### config.mk
export PLATFORM = sky130hd
export DESIGN_NAME = vcob_ctrl
export DESIGN_NICKNAME = d
export VERILOG_FILES = /design/src/design/vcob_pkg.sv /design/src/design/vcob_ctrl.sv
export SDC_FILE = /design/constraint.sdc
export NUM_CORES = 1
export LEC_CHECK = 0
export ABC_AREA = 1
export BUFFER_PORTS_ARGS = -buffer_cell sky130_fd_sc_hd__buf_2
export CAP_MARGIN = 30
export CORE_AREA = 2 2 39 41
export CTS_CLUSTER_SIZE = 20
export DETAILED_ROUTE_END_ITERATION = 8
export DIE_AREA = 0 0 41 43
export PLACE_DENSITY = 0.7
export REMOVE_ABC_BUFFERS = 1
export SLEW_MARGIN = 20
export SYNTH_ARGS = -nofsm -noshare
export SYNTH_HDL_FRONTEND = slang
export SYNTH_SLANG_ARGS = --single-unit
### constraint.sdc
create_clock -name clk -period 1.2 [get_ports clk]
set_input_delay 0.24 -clock clk [delete_from_list [all_inputs] [get_ports clk]]
set_output_delay 0.24 -clock clk [all_outputs]
set_load 0.03 [all_outputs]
### src/design/vcob_pkg.sv
`timescale 1ns / 1ps
package vcob_pkg;

    localparam int NUM_CHANNELS_DEF      = 8;
    localparam int FLITS_PER_CHANNEL_DEF = 16;
    localparam int CONTROL_DEPTH_DEF     = 16;
    localparam int NONSPEC_MAX           = 2047;

    localparam logic [2:0] MODE_QDATA = 3'd0;
    localparam logic [2:0] MODE_QCTRL = 3'd1;
    localparam logic [2:0] MODE_SEND  = 3'd2;
    localparam logic [2:0] MODE_TAKE  = 3'd3;

    localparam logic [1:0] ERR_NONE = 2'd0;
    localparam logic [1:0] ERR_FLIT = 2'd1;
    localparam logic [1:0] ERR_SLOT = 2'd2;
    localparam logic [1:0] ERR_CTRL = 2'd3;

    localparam logic [1:0] CFG_PKT_LIMIT  = 2'd0;
    localparam logic [1:0] CFG_SPEC_LIMIT = 2'd1;
    localparam logic [1:0] CFG_SPEC_MASK  = 2'd2;
    localparam logic [1:0] CFG_CTL_LIMIT  = 2'd3;

    typedef struct packed {
        logic [2:0]  mode;
        logic [2:0]  chan;
        logic [31:0] flit_data;
        logic        is_head;
        logic        is_tail;
        logic [31:0] now_time;
    } vcob_in_t;

    typedef struct packed {
        logic        sent_valid;
        logic [31:0] sent_data;
        logic [2:0]  sent_chan;
        logic        sent_head;
        logic        sent_tail;
        logic        sent_control;
        logic [7:0]  full_flags;
        logic        control_full;
        logic [4:0]  control_count;
        logic [4:0]  chan_count;
        logic [1:0]  error_code;
    } vcob_out_t;

    typedef enum logic [3:0] {
        S_IDLE,
        S_EXEC,
        S_SCAN,
        S_FLIT_RD,
        S_FLIT_POP,
        S_AGE_RD,
        S_AGE_LD,
        S_CTL_RD,
        S_CTL_POP,
        S_FIN
    } vcob_state_t;

    typedef struct packed {
        logic load;
        logic exec;
        logic sel_last;
        logic scan_start;
        logic scan_step;
        logic flit_read;
        logic flit_pop;
        logic age_read;
        logic age_load;
        logic ctl_read;
        logic ctl_pop;
        logic out_load;
    } vcob_cmd_t;

    typedef struct packed {
        logic mode_send;
        logic ctl_nonempty;
        logic cont_last;
        logic scan_done;
        logic scan_found;
        logic age_reload;
        logic out_free;
    } vcob_stat_t;

endpackage

### src/design/vcob_ctrl.sv
`timescale 1ns / 1ps
module vcob_ctrl
    import vcob_pkg::*;
(
    input  logic       clk,
    input  logic       rst_n,
    input  logic       in_valid,
    output logic       in_ready,
    input  vcob_stat_t stat,
    output vcob_cmd_t  cmd
);

    vcob_state_t state_reg;
    vcob_state_t state_next;

    always_ff @(posedge clk or negedge rst_n)
    begin
        if (!rst_n)
        begin
            state_reg <= S_IDLE;
        end
        else
        begin
            state_reg <= state_next;
        end
    end

    always_comb
    begin
        state_next = state_reg;
        cmd        = '0;
        in_ready   = 1'b0;
        case (state_reg)
            S_IDLE:
            begin
                in_ready = 1'b1;
                if (in_valid)
                begin
                    cmd.load   = 1'b1;
                    state_next = S_EXEC;
                end
            end
            S_EXEC:
            begin
                cmd.exec = 1'b1;
                if (!stat.mode_send)
                begin
                    state_next = S_FIN;
                end
                else if (stat.ctl_nonempty)
                begin
                    state_next = S_CTL_RD;
                end
                else if (stat.cont_last)
                begin
                    cmd.sel_last = 1'b1;
                    state_next   = S_FLIT_RD;
                end
                else
                begin
                    cmd.scan_start = 1'b1;
                    state_next     = S_SCAN;
                end
            end
            S_SCAN:
            begin
                cmd.scan_step = 1'b1;
                if (stat.scan_done)
                begin
                    state_next = stat.scan_found ? S_FLIT_RD : S_FIN;
                end
            end
            S_FLIT_RD:
            begin
                cmd.flit_read = 1'b1;
                state_next    = S_FLIT_POP;
            end
            S_FLIT_POP:
            begin
                cmd.flit_pop = 1'b1;
                state_next   = stat.age_reload ? S_AGE_RD : S_FIN;
            end
            S_AGE_RD:
            begin
                cmd.age_read = 1'b1;
                state_next   = S_AGE_LD;
            end
            S_AGE_LD:
            begin
                cmd.age_load = 1'b1;
                state_next   = S_FIN;
            end
            S_CTL_RD:
            begin
                cmd.ctl_read = 1'b1;
                state_next   = S_CTL_POP;
            end
            S_CTL_POP:
            begin
                cmd.ctl_pop = 1'b1;
                state_next  = S_FIN;
            end
            S_FIN:
            begin
                if (stat.out_free)
                begin
                    cmd.out_load = 1'b1;
                    state_next   = S_IDLE;
                end
            end
            default:
            begin
                state_next = S_IDLE;
            end
        endcase
    end

endmodule

After elaboration in Yosys (flattened, before gate mapping)

Index checks and enable logic that the tools add are counted.

Flip-flop bits (word level): 4
Input bits: 10
Output and inout bits: 13
Word-level logic and storage cells: 42

Equality and inequality tests: 12
Multiplexer cells: 26
Reductions and logical operators: 3

Operator list:

| operator                                      | count |
|---|---|
| one-hot mux 4 bit (9 select lines)            | 1 |
| two-way mux 4 bit                             | 7 |
| == test 4 x 3 -> 1 bit, second input constant | 4 |
| two-way mux 1 bit                             | 15 |
| == test 4 x 2 -> 1 bit, second input constant | 2 |
| == test 4 bit, second input constant          | 2 |
| inequality test 2 bit, second input constant  | 3 |
| == test 4 x 1 -> 1 bit, second input constant | 1 |
| logical NOT 4 bit                             | 1 |
| two-way mux 2 bit                             | 2 |
| two-way mux 3 bit                             | 1 |
| AND reduction 3 bit                           | 1 |
| OR reduction 2 bit                            | 1 |

Longest topological paths before layout

Depth after elaboration: 4
Mapped depth: 9
Mapped depth without buffers: 9

Worst setup path after synthesis

No wires, ideal clock.

Path type: register to output
From: reg state_reg[3]
To: out cmd[9] (netlist bit)
Data arrival time: 1.594 ns
Data required time: 0.960 ns
Setup slack: -0.634 ns
Cell stages (with the launch flop): 4
Buffers on the path: 0
Cells stage by stage: dfrtp_1 nor2_2 nand2_1 nor4_1

RTL lines:

| element                | RTL line        | RTL |
|---|---|---|
| from (decl)            | vcob_ctrl.sv:13 | `vcob_state_t state_reg;` |
| from (signal assigned) | vcob_ctrl.sv:24 | `state_reg <= state_next;` |
| to (decl)              | vcob_ctrl.sv:10 | `output vcob_cmd_t cmd` |

==> flow_summary.toml <==
[status]
status = "complete, but fails checks"
violations = "negative setup slack"

[cells_and_area]
num-nets-final = 137
nFillCells = 91
post-route-util = 0.733
antenna_cells = 0
drive_above_1_share = 0.664
largest_reg_flops = 4
fin_cells = 141
area_delta_synth_final_pct = 152
final_cell_mix = "buf_6, nand2_1, buf_4"
mostFrequentLayoutCell = "buf_6"

[cts]
clk_latency_ns = 0.24
clock-sinks = 4
htreeDepth = 1
clkTransAtPathRegs_ns = 0.04
cts.path.max_buffers = 2
cts_tree = "built"
numCtsBuffers = 3
clock-root-buffer = "clkbuf_4"

[drt]
dr.first_iter.drc_count = 20
finalWirelength_mm = 1.81
ant_nets = 0
vias_per_cell = 4.60
first_pass_iters = 4
via_count = 648
wire_per_inst_um = 12.9
drc_errors = 0

[floorplanning]
die_area_mm2 = 0.00176
io_pins = 23
initial_core_util = 0.291
die_h_um = 43
num_rows = 14
fp.dieW_um = 41
core_mm2 = 0.00138

[logic_synthesis]
yosysTopAreaCellShare = 0.248
yosysTopAreaCell = "dfrtp_1"
syn_area_um2 = 403
syn_avg_cell_area_um2 = 5.30
seq_area_frac_synth = 0.248
yosys_warnings = 0
ys_top_cells_by_area = "dfrtp_1, nand2_1, inv_1"
syn-instance-count = 76
yosys_register_bits = 4
synth.distinct_cells = 13

[worst_setup_path]
slowest_delay_ns = 0.44
startpoint_type = "flop"
critical_path_class = "reg2out"
cp_cell_sequence = "nor2_4 -> nand2_4 -> buf_6 -> nor2_4 -> buf_6"
path_max_fanout = 4
cp.required_ns = 0.96
arrival_ns = 1.30
worst_setup_path_end_kind = "primary output"
cp_slowest_cell = "dfrtp_2"
cp_top_family = "flip-flops"
cp.buffers_inverters = 2

[global_route]
grtUsageTotal = 0.185
grt_pass1_vias = 607
grt_antenna_before_repair = 0
grt_remaining_overflow = 0
grt_max_degree = 6
grt_pass1_wl_mm = 2.21

[power]
vdd_drop_max_mv = 1.38
powerDensity_mw_per_mm2 = 2500
p_leak_uw = 0.000561

[placement]
place_congestion = 0.801
dp_hpwl_um = 956
place_inst = 125
port_buffers = 22
pre_cts_slack_ns = -0.131

[hold_path]
hold_class = "in2reg"

[sta]
grt_setup_unrepaired = "true"
hold_ws_ns = 0.287
finalHoldViolCount = 0
min_period_ns = 1.54
slew_headroom = 0.852
setup_violations = 17
timing.fmax_mhz = 648
post-route-period-util = 1.29
setup_ws_ns = -0.343
slew_violations = 0
skew_ns = 0.00288
worst_pin_slew_ns = 0.220

[job]
drv_cap = 0
[final cells by class]
type / instances / area [um2] / area share
clock buffer: 3 / 22.5 / 0.0222
inverter: 19 / 76.3 / 0.0752
multi-input combinational: 53 / 377 / 0.371
sequential: 4 / 104 / 0.102
tap: 16 / 20.0 / 0.0197
timing repair buffer: 46 / 415 / 0.409
[tightest hold or removal path: cells and delay by family]
kind | cells | cell delay [ns]
simple gates | 2 | 0.10
buf+inv | 2 | 0.15
[logic make-up (layout without fill, tap and decap cells)]
kind of cell           Yosys count  after routing  synth area share
AND/OR/NAND/NOR                 51             51             0.544
buffers and inverters           19             68             0.177
flip-flops                       4              4             0.248
AO/OA/AOI/OAI                    2              2            0.0311
[synth_stat cells]
cell type / count
o21ai_1: 1
nor3_1: 2
nor2_1: 13
nand3b_1: 1
nor4_1: 1
nand2_1: 24
inv_2: 2
nor2_2: 3
nand3_1: 5
o211ai_1: 1
dfrtp_1: 4
nand2_2: 2
inv_1: 17
[final timing paths]
kind                                       endpoint  cells past startpoint  slack (ns)                     start
max in group asynchronous  state_reg[0]$_DFFE_PN0P_                      2        0.73                     rst_n
setup reg to reg           state_reg[0]$_DFFE_PN0P_                      9       -0.14  state_reg[1]$_DFFE_PN0P_
min in group asynchronous  state_reg[2]$_DFFE_PN0P_                      2        0.34                     rst_n
hold reg to reg            state_reg[3]$_DFFE_PN0P_                      4        0.74  state_reg[3]$_DFFE_PN0P_
hold / removal             state_reg[3]$_DFFE_PN0P_                      4        0.29                   stat[0]
setup / recovery                             cmd[8]                      5       -0.34  state_reg[3]$_DFFE_PN0P_
[routing by layer]
layer  track usage  up-vias  part of all wire
li1              -      323                 -
met1         0.190      302              0.39
met2         0.341       21              0.58
met3        0.0157        2             0.026
met4        0.0867        0            0.0077
met5             0        -                 0
[report_power, final]
group	switching (uW)	total, uW	internal [uW]	leakage [uW]
sequential	91.9	292	200	0.0000474
clock	54.7	167	112	0.0000138
combinational	1110	2080	962	0.000500
[per-stage QoR]
stage	power [uW]	area, um2	setup TNS (ns)
after floorplan	939	403	-2.40
after global placement	1320	616	-1.09
after detailed placement	1340	616	-1.36
after CTS	2070	866	-3.63
after global routing	2690	1010	-5.15
final	2530	1010	-4.15
[what timing repair did]
| action | 4_1_cts | 5_1_grt |
|---|---|---|
| endpoints found under the hold margin | 4 | 0 |
| endpoints found under the setup margin | 17 | 17 |
| gates resized for setup | 47 | 35 |
| setup buffers | 8 | 4 |
| hold buffers | 1 | 0 |
| pin swaps | 7 | 22 |
Note: power is estimated with default switching activity, not from simulation.
